`src/rtl/rwl_pkg.sv`:
```
package rwl_pkg;

    localparam int unsigned KEY_W   = 32;
    localparam int unsigned TOTAL_W = 8;

    typedef enum logic [1:0] {
        OP_START_READ  = 2'd0,
        OP_START_WRITE = 2'd1,
        OP_STOP_READ   = 2'd2,
        OP_STOP_WRITE  = 2'd3
    } t_op;

    typedef enum logic [2:0] {
        ST_OK         = 3'd0,
        ST_BUSY       = 3'd1,
        ST_NOT_FOUND  = 3'd2,
        ST_FULL       = 3'd3,
        ST_NO_READERS = 3'd4
    } t_status;

    typedef struct packed {
        t_op              opcode;
        logic [KEY_W-1:0] file_key;
    } t_req;

    typedef struct packed {
        t_status            status;
        logic [TOTAL_W-1:0] reader_total;
        logic               write_held;
    } t_rsp;

endpackage

```
`src/rtl/rwl_entry_ram.sv`:
```
module rwl_entry_ram #(
    parameter int unsigned DEPTH = 16,
    parameter int unsigned WIDTH = 41
) (
    input  logic                     i_clk,
    input  logic                     i_we,
    input  logic [$clog2(DEPTH)-1:0] i_waddr,
    input  logic [WIDTH-1:0]         i_wdata,
    input  logic [$clog2(DEPTH)-1:0] i_raddr,
    output logic [WIDTH-1:0]         o_rdata
);

    logic [WIDTH-1:0] r_mem [DEPTH];
    logic [WIDTH-1:0] r_rdata;

    always_ff @(posedge i_clk) begin
        if (i_we) begin
            r_mem[i_waddr] <= i_wdata;
        end
        r_rdata <= r_mem[i_raddr];
    end

    assign o_rdata = r_rdata;

endmodule

```
`src/rtl/reader_writer_lock_table.sv`:
```
// Channel   Direction  Handshake                  Word
// request   in         i_req_valid / o_req_stall  i_req (opcode, file_key)
// response  out        o_rsp_valid / i_rsp_stall  o_rsp (status, reader_total, write_held)
//
// A request passes from acceptance through S_SCAN, S_LAST and S_UPDATE to a loaded response,
// and S_SCAN reads one table entry per cycle through the single read port of the entry RAM.
// The request side stalls from acceptance until the response is loaded into the output register.
// The next request is accepted only once the previous one has left S_UPDATE.
// A new request is accepted while an earlier response still waits in the output register.
// Reset clears all entry valid bits at once; the entry RAM itself needs no clearing.
module reader_writer_lock_table #(
    parameter int unsigned TABLE_ENTRIES = 16,
    parameter int unsigned KEY_BITS      = 32,
    parameter int unsigned READER_BITS   = 8
) (
    input  logic          i_clk,
    input  logic          i_rst_n,
    input  logic          i_req_valid,
    output logic          o_req_stall,
    input  rwl_pkg::t_req i_req,
    output logic          o_rsp_valid,
    input  logic          i_rsp_stall,
    output rwl_pkg::t_rsp o_rsp
);

    localparam int unsigned IDX_W = $clog2(TABLE_ENTRIES);
    localparam int unsigned ENT_W = KEY_BITS + READER_BITS + 1;
    localparam logic [IDX_W-1:0] LAST_IDX = IDX_W'(TABLE_ENTRIES - 1);
    localparam logic [READER_BITS-1:0] READER_MAX = '1;

    typedef enum logic [3:0] {
        S_IDLE   = 4'b0001,
        S_SCAN   = 4'b0010,
        S_LAST   = 4'b0100,
        S_UPDATE = 4'b1000
    } t_state;

    t_state                   r_state, n_state;
    logic [TABLE_ENTRIES-1:0] r_valid, n_valid;
    logic [IDX_W-1:0]         r_idx, n_idx;
    logic                     r_rd_pend, n_rd_pend;
    logic [IDX_W-1:0]         r_rd_idx, n_rd_idx;
    rwl_pkg::t_op             r_op, n_op;
    logic [KEY_BITS-1:0]      r_key, n_key;
    logic                     r_found, n_found;
    logic [IDX_W-1:0]         r_slot, n_slot;
    logic [READER_BITS-1:0]   r_ent_readers, n_ent_readers;
    logic                     r_ent_locked, n_ent_locked;
    logic                     r_have_free, n_have_free;
    logic [IDX_W-1:0]         r_free_idx, n_free_idx;
    logic                     r_rsp_valid, n_rsp_valid;
    rwl_pkg::t_rsp            r_rsp, n_rsp;

    logic                     req_acc;
    logic                     out_free;
    logic                     ram_we;
    logic [IDX_W-1:0]         ram_waddr;
    logic [ENT_W-1:0]         ram_wdata;
    logic [ENT_W-1:0]         ram_rdata;
    logic [KEY_BITS-1:0]      rd_key;
    logic [READER_BITS-1:0]   rd_readers;
    logic                     rd_locked;
    logic                     key_hit;

    logic [IDX_W-1:0]         upd_slot;
    logic [READER_BITS-1:0]   cur_readers;
    logic                     cur_locked;
    logic [READER_BITS-1:0]   new_readers;
    logic                     new_locked;
    logic                     upd_keep;
    logic                     upd_free;
    rwl_pkg::t_status         upd_status;

    rwl_entry_ram #(
        .DEPTH (TABLE_ENTRIES),
        .WIDTH (ENT_W)
    ) u_entry_ram (
        .i_clk   (i_clk),
        .i_we    (ram_we),
        .i_waddr (ram_waddr),
        .i_wdata (ram_wdata),
        .i_raddr (r_idx),
        .o_rdata (ram_rdata)
    );

    assign o_req_stall = (r_state != S_IDLE);
    assign req_acc     = i_req_valid && !o_req_stall;
    assign out_free    = !r_rsp_valid || !i_rsp_stall;
    assign o_rsp_valid = r_rsp_valid;
    assign o_rsp       = r_rsp;

    assign {rd_key, rd_readers, rd_locked} = ram_rdata;
    assign key_hit = r_valid[r_rd_idx] && (rd_key == r_key);

    always_comb begin
        upd_slot    = r_found ? r_slot : r_free_idx;
        cur_readers = r_found ? r_ent_readers : '0;
        cur_locked  = r_found && r_ent_locked;
        new_readers = cur_readers;
        new_locked  = cur_locked;
        upd_keep    = 1'b0;
        upd_free    = 1'b0;
        upd_status  = rwl_pkg::ST_OK;
        unique case (r_op)
            rwl_pkg::OP_START_READ, rwl_pkg::OP_START_WRITE: begin
                if (!r_found && !r_have_free) begin
                    upd_status = rwl_pkg::ST_FULL;
                end else begin
                    upd_keep = 1'b1;
                    if (r_op == rwl_pkg::OP_START_READ) begin
                        if (cur_readers == '0) begin
                            if (cur_locked) begin
                                upd_status = rwl_pkg::ST_BUSY;
                            end else begin
                                new_locked  = 1'b1;
                                new_readers = READER_BITS'(1);
                            end
                        end else if (cur_readers == READER_MAX) begin
                            upd_status = rwl_pkg::ST_BUSY;
                        end else begin
                            new_readers = cur_readers + READER_BITS'(1);
                        end
                    end else begin
                        if ((cur_readers != '0) || cur_locked) begin
                            upd_status = rwl_pkg::ST_BUSY;
                        end else begin
                            new_locked = 1'b1;
                        end
                    end
                end
            end
            rwl_pkg::OP_STOP_READ: begin
                if (!r_found) begin
                    upd_status = rwl_pkg::ST_NOT_FOUND;
                end else if (cur_readers == '0) begin
                    upd_status = rwl_pkg::ST_NO_READERS;
                end else begin
                    new_readers = cur_readers - READER_BITS'(1);
                    if (new_readers == '0) begin
                        upd_free = 1'b1;
                    end else begin
                        upd_keep = 1'b1;
                    end
                end
            end
            rwl_pkg::OP_STOP_WRITE: begin
                if (!r_found) begin
                    upd_status = rwl_pkg::ST_NOT_FOUND;
                end else begin
                    upd_free = 1'b1;
                end
            end
            default: begin
                upd_status = rwl_pkg::ST_OK;
            end
        endcase
    end

    always_comb begin
        n_state       = r_state;
        n_valid       = r_valid;
        n_idx         = r_idx;
        n_rd_pend     = 1'b0;
        n_rd_idx      = r_idx;
        n_op          = r_op;
        n_key         = r_key;
        n_found       = r_found;
        n_slot        = r_slot;
        n_ent_readers = r_ent_readers;
        n_ent_locked  = r_ent_locked;
        n_have_free   = r_have_free;
        n_free_idx    = r_free_idx;
        n_rsp_valid   = r_rsp_valid && i_rsp_stall;
        n_rsp         = r_rsp;
        ram_we        = 1'b0;
        ram_waddr     = upd_slot;
        ram_wdata     = {r_key, new_readers, new_locked};

        if (r_rd_pend) begin
            if (key_hit && !r_found) begin
                n_found       = 1'b1;
                n_slot        = r_rd_idx;
                n_ent_readers = rd_readers;
                n_ent_locked  = rd_locked;
            end
            if (!r_valid[r_rd_idx] && !r_have_free) begin
                n_have_free = 1'b1;
                n_free_idx  = r_rd_idx;
            end
        end

        unique case (r_state)
            S_IDLE: begin
                if (req_acc) begin
                    n_op        = i_req.opcode;
                    n_key       = KEY_BITS'(i_req.file_key);
                    n_found     = 1'b0;
                    n_have_free = 1'b0;
                    n_idx       = '0;
                    n_state     = S_SCAN;
                end
            end
            S_SCAN: begin
                n_rd_pend = 1'b1;
                if (r_idx == LAST_IDX) begin
                    n_state = S_LAST;
                end else begin
                    n_idx = r_idx + IDX_W'(1);
                end
            end
            S_LAST: begin
                n_state = S_UPDATE;
            end
            S_UPDATE: begin
                if (out_free) begin
                    ram_we = upd_keep;
                    if (upd_keep) begin
                        n_valid[upd_slot] = 1'b1;
                    end
                    if (upd_free) begin
                        n_valid[upd_slot] = 1'b0;
                    end
                    n_rsp_valid   = 1'b1;
                    n_rsp.status  = upd_status;
                    if (upd_keep) begin
                        n_rsp.reader_total = rwl_pkg::TOTAL_W'(new_readers);
                        n_rsp.write_held   = new_locked && (new_readers == '0);
                    end else if (upd_status == rwl_pkg::ST_NO_READERS) begin
                        n_rsp.reader_total = '0;
                        n_rsp.write_held   = cur_locked;
                    end else begin
                        n_rsp.reader_total = '0;
                        n_rsp.write_held   = 1'b0;
                    end
                    n_state = S_IDLE;
                end
            end
            default: begin
                n_state = S_IDLE;
            end
        endcase
    end

    always_ff @(posedge i_clk) begin
        if (!i_rst_n) begin
            r_state     <= S_IDLE;
            r_valid     <= '0;
            r_rd_pend   <= 1'b0;
            r_rsp_valid <= 1'b0;
        end else begin
            r_state     <= n_state;
            r_valid     <= n_valid;
            r_rd_pend   <= n_rd_pend;
            r_rsp_valid <= n_rsp_valid;
        end
        r_idx         <= n_idx;
        r_rd_idx      <= n_rd_idx;
        r_op          <= n_op;
        r_key         <= n_key;
        r_found       <= n_found;
        r_slot        <= n_slot;
        r_ent_readers <= n_ent_readers;
        r_ent_locked  <= n_ent_locked;
        r_have_free   <= n_have_free;
        r_free_idx    <= n_free_idx;
        r_rsp         <= n_rsp;
    end

    a_scan_starts: assert property (@(posedge i_clk) disable iff (!i_rst_n)
        req_acc |=> (r_state == S_SCAN) && (r_idx == '0))
        else $error("accepted request did not start the scan at entry zero");

    a_read_follows_scan: assert property (@(posedge i_clk) disable iff (!i_rst_n)
        r_rd_pend |-> $past(r_state == S_SCAN))
        else $error("entry compare without a scan read the cycle before");

    a_rsp_from_update: assert property (@(posedge i_clk) disable iff (!i_rst_n)
        $rose(r_rsp_valid) |-> $past(r_state == S_UPDATE))
        else $error("response loaded outside the update step");

    a_found_is_valid: assert property (@(posedge i_clk) disable iff (!i_rst_n)
        ((r_state == S_UPDATE) && r_found) |-> r_valid[r_slot])
        else $error("matched slot is not marked valid at update");

endmodule
```
`config.mk`:
```
export PLATFORM = sky130hd
export DESIGN_NAME = reader_writer_lock_table
export DESIGN_NICKNAME = d
export VERILOG_FILES = /design/src/rtl/rwl_pkg.sv /design/src/rtl/rwl_entry_ram.sv /design/src/rtl/reader_writer_lock_table.sv
export SDC_FILE = /design/constraint.sdc
export NUM_CORES = 1
export LEC_CHECK = 0
export ABC_AREA = 1
export ABC_CLOCK_PERIOD_IN_PS = 11700
export BUFFER_PORTS_ARGS = -buffer_cell sky130_fd_sc_hd__clkbuf_2
export CAP_MARGIN = 20
export CORE_UTILIZATION = 50
export CTS_CLUSTER_SIZE = 16
export DETAILED_ROUTE_END_ITERATION = 10
export PLACE_DENSITY = 0.66
export SLEW_MARGIN = 0
export SYNTH_ARGS = -nofsm -noshare
export SYNTH_HDL_FRONTEND = slang
export SYNTH_SLANG_ARGS = --single-unit
export TNS_END_PERCENT = 20
```
`constraint.sdc`:
```
create_clock -name i_clk -period 11.7 [get_ports i_clk]
set_input_delay 0 -clock i_clk [delete_from_list [all_inputs] [get_ports i_clk]]
set_output_delay 0 -clock i_clk [all_outputs]
set_load 0.005 [all_outputs]
```
==> impl_metrics.py <==
metrics = {
    "worst_setup_path": {
        "critical_path.slowest_cell": "sky130_fd_sc_hd__dfxtp_1",
        "regToRegEndpoint": "u_entry_ram.r_mem[9][26]$_DFFE_PP_",
        "critical_path.max_fanout": 27,
        "cp_num_buf_inv": 3,
        "timing.reg2reg.setup_slack_ns": 7.89,
        "critical_path.cell_chain": "buf_4 -> nand2_1 -> ha_1 -> nand2_2 -> nor2_2 -> a21oi_4 -> nand2_2 -> nand2_4 -> inv_8 -> nor2_4 -> buf_4",
        "timing.critical_path.max_delay_family": "simple AND/OR/NAND/NOR gates",
        "cp_data_arrival_time_ns": 4.08,
        "worstPathRequired_ns": 11.97,
        "end_kind": "flip-flop",
        "cpPeakStageDelay_ns": 0.73,
        "worst_setup_endpoint": "u_entry_ram.r_mem[9][26]$_DFFE_PP_",
        "worstRegToRegCells": 11,
        "sort_of_element_at_the_start_of_the_critical_path": "flip-flop",
        "worst_setup_path_startpoint": "r_found$_DFF_P_",
        "cp_num_cells": 11,
        "timing.rr.start": "r_found$_DFF_P_",
        "timing_worst_setup_path_type": "flip-flop to flip-flop",
    },
    "cts": {
        "tritoncts": "yes",
        "worstSkewPairLatency_ns": 0.64,
        "postCtsSetupBuffers": 0,
        "path_clk_slew_ns": 0.06,
        "cts_inserted_buffers": 81,
        "clock-sinks": 792,
        "root_buffer": "sky130_fd_sc_hd__clkbuf_16",
        "holdBufCountCts": 39,
        "htree_levels": 3,
        "cts-resized-gates": 0,
        "cts_buffer_depth": 3,
    },
    "floorplan": {
        "die_w_um": 251,
        "placementRows": 90,
        "coreArea_um2": 60800,
        "die_area_um2": 63100,
        "floorplan.io_pins": 52,
        "initial_utilization": 0.510,
        "floorplan.die.height_um": 251,
    },
    "run_status": {
        "outcome": "completed",
    },
    "placement": {
        "hpwlAfterDp_mm": 38.1,
        "place.gp.congestion": 0.819,
        "io_buffer_count": 51,
    },
    "global_routing": {
        "first_global_vias": 18500,
        "grt_max_degree": 223,
        "antenna_found_initial": 1,
        "track_usage": 0.238,
        "overflow": 0,
        "grt_first_pass_wirelength_mm": 113,
    },
    "synth": {
        "synth_seq_area_share": 0.744,
        "netlist.area_leader.share": 0.700,
        "ys_seq_elements": 792,
        "synth_area_per_cell_um2": 13.4,
        "post-synth-top-count-cell": "sky130_fd_sc_hd__edfxtp_1",
        "postSynthNetCount": 2357,
        "synth_area_leader_cell": "sky130_fd_sc_hd__edfxtp_1",
        "yosys_most_used_dff": "sky130_fd_sc_hd__edfxtp_1",
        "synth-edff-count": 723,
        "synth.top_cells.by_area": "sky130_fd_sc_hd__edfxtp_1 70%, sky130_fd_sc_hd__nor2_1 5.3%, sky130_fd_sc_hd__dfxtp_1 4.5%, sky130_fd_sc_hd__o21ai_0 3.2%, sky130_fd_sc_hd__o32ai_1 2.8%",
        "synthesis.area_um2": 31000,
        "synth_common_cells": "723 x sky130_fd_sc_hd__edfxtp_1, 441 x sky130_fd_sc_hd__nor2_1, 201 x sky130_fd_sc_hd__o21ai_0",
        "syn_inst": 2316,
        "share_of_synthesized_flip_flops_with_an_asynchronous_set_or_reset": 0,
        "synthDistinctLibCells": 46,
        "ys_warn_count": 0,
    },
    "layout": {
        "synthToLayoutAreaGrowth_pct": 13.1,
        "area_of_the_multi_input_gates_um2": 7130,
        "fill_cells": 4798,
        "register_cell_area_after_layout_um2": 23100,
        "post_route_cells_drive_above_1_share": 0.109,
        "nets": 2440,
        "insertedDiodeCount": 0,
    },
    "routing": {
        "wirelength_mm": 74.3,
        "drc_errors": 0,
        "drt_first_iter_violations": 2009,
        "wl_per_cell_um": 22.9,
        "firstDrtPassIters": 5,
        "drt-vias-per-instance": 5.85,
        "drtAntennaViolNets": 0,
        "detailroute.via_count": 19000,
    },
    "timing": {
        "setup-violations-final": 0,
        "post-route-min-period_ns": 3.81,
        "slew-limit-headroom": 0.146,
        "timing_max_transition_violations_final": 0,
        "number_of_endpoints_with_negative_hold_slack_in_the_final_report": 0,
        "skew_final_ns": 0.0307,
        "worst_slew_pin_slew_ns": 1.28,
        "unrepaired_setup_endpoints_after_global_routing": "no",
        "fin_setup_tns_ns": 0,
        "fmaxAchievable_mhz": 262,
        "share_of_the_clock_period_used_by_the_worst_path": 0.326,
    },
    "power": {
        "peak_supply_drop_v": 0.000131,
        "power_density_nw_per_um2": 174,
        "total_power_mw": 6.10,
        "power.static_leakage_nw": 11.9,
    },
    "worst_hold_path": {
        "min_path_type": "input port to flip-flop",
    },
    "job": {
        "max_capacitance_violation_count": 0,
    },
}
==> kinds of logic after synthesis <==
group | after synthesis | share of synthesized area
flip-flops | 792 | 0.744
XOR/XNOR | 17 | 0.00480
multiplexers | 70 | 0.0226
adder cells (fa/ha/maj) | 3 | 0.00121
AO/OA/AOI/OAI | 427 | 0.0919
buffers and inverters | 217 | 0.0281
AND/OR/NAND/NOR | 790 | 0.107
==> area by class of cell <==
class | instances | area share
clock inverter | 40 | 0.00977
clock buffer | 111 | 0.0630
multi-input combinational | 1307 | 0.203
tap | 782 | 0.0279
sequential | 792 | 0.658
timing repair buffer | 129 | 0.0280
inverter | 88 | 0.00984
==> placed cells by master (no fill, tap or decap), drive strengths merged, types with 2 or more instances in the layout <==
cell type,synthesis,routed
a21oi,24,24
buf,25,39
bufinv,0,4
clkbuf,104,162
clkinv,3,32
clkinvlp,0,2
dfxtp,69,69
dlygate4sd3,0,39
edfxtp,723,723
ha,3,3
inv,85,90
mux2i,70,70
nand2,200,200
nand3,101,101
nand4,9,9
nor2,468,468
nor3,5,5
o211ai,20,20
o21ai,209,209
o221ai,67,67
o22ai,4,4
o32ai,98,98
or2,5,5
xnor2,10,10
xor2,7,7
==> metal layers <==
metal  global-route usage  share of wire  vias to the layer above
met5                    0        0.00017                        -
li1                     -              -                     8731
met2                0.385           0.49                      639
met4               0.0638          0.018                        2
met3               0.0369          0.060                      112
met1                0.337           0.43                     9530
==> stage by stage <==
stage	hold WS (ns)	setup slack, ns	area (um2)	cells	util
finish	0.0728	7.89	35100	3249	0.577
global route	0.0549	7.65	35100	3249	0.577
CTS	0.0461	7.84	35000	3247	0.576
detailed placement	0.179	7.85	32100	3057	0.528
global placement	0.177	7.86	32100	3057	0.528
floorplan	0.0989	6.74	31000	2316	-
==> flip-flops by register name, indices dropped and copies added, names as in the netlist <==
name                 flops
r_rd_idx                 4
o_rsp_valid              1
r_have_free              1
r_found                  1
u_entry_ram.r_mem      656
u_entry_ram.o_rdata     41
r_ent_readers            8
r_free_idx               4
r_valid                 16
r_slot                   4
r_ent_locked             1
o_rsp                   12
r_key                   32
r_rd_pend                1
r_op                     2
n_rd_idx                 4
r_state                  4
==> worst min-delay path by stage <==
stage          depth (start not counted)                  end  slack (ns)  startpoint
3_5_place_dp                           1  r_key[11]$_DFFE_PP_        0.18   i_req[11]
2_1_floorplan                          0   r_key[0]$_DFFE_PP_         0.1    i_req[0]
4_1_cts                                2   r_key[7]$_DFFE_PP_        0.05    i_req[7]
6_report                               2  r_key[13]$_DFFE_PP_        0.07   i_req[13]
5_1_grt                                2  r_key[17]$_DFFE_PP_        0.05   i_req[17]
3_3_place_gp                           1  r_key[26]$_DFFE_PP_        0.18   i_req[26]
==> worst register-to-register path, stage by stage, from the launching register on <==
cell and delay, ns:
sky130_fd_sc_hd__dfxtp_1 0.73, sky130_fd_sc_hd__buf_4 0.34, sky130_fd_sc_hd__nand2_1 0.16, sky130_fd_sc_hd__ha_1 0.24, sky130_fd_sc_hd__nand2_2 0.12, sky130_fd_sc_hd__nor2_2 0.08, sky130_fd_sc_hd__a21oi_4 0.30, sky130_fd_sc_hd__nand2_2 0.12
sky130_fd_sc_hd__nand2_4 0.11, sky130_fd_sc_hd__inv_8 0.11, sky130_fd_sc_hd__nor2_4 0.52, sky130_fd_sc_hd__buf_4 0.57
==> report_power, final <==
group | total (mW) | switching (mW) | leakage, nW | internal (mW)
sequential | 3.20 | 0.0615 | 7.15 | 3.14
clock | 2.48 | 1.06 | 1.25 | 1.42
combinational | 0.415 | 0.277 | 3.47 | 0.138
total | 6.10 | 1.39 | 11.9 | 4.70
No activity file was read; power rests on OpenSTA's default activity.
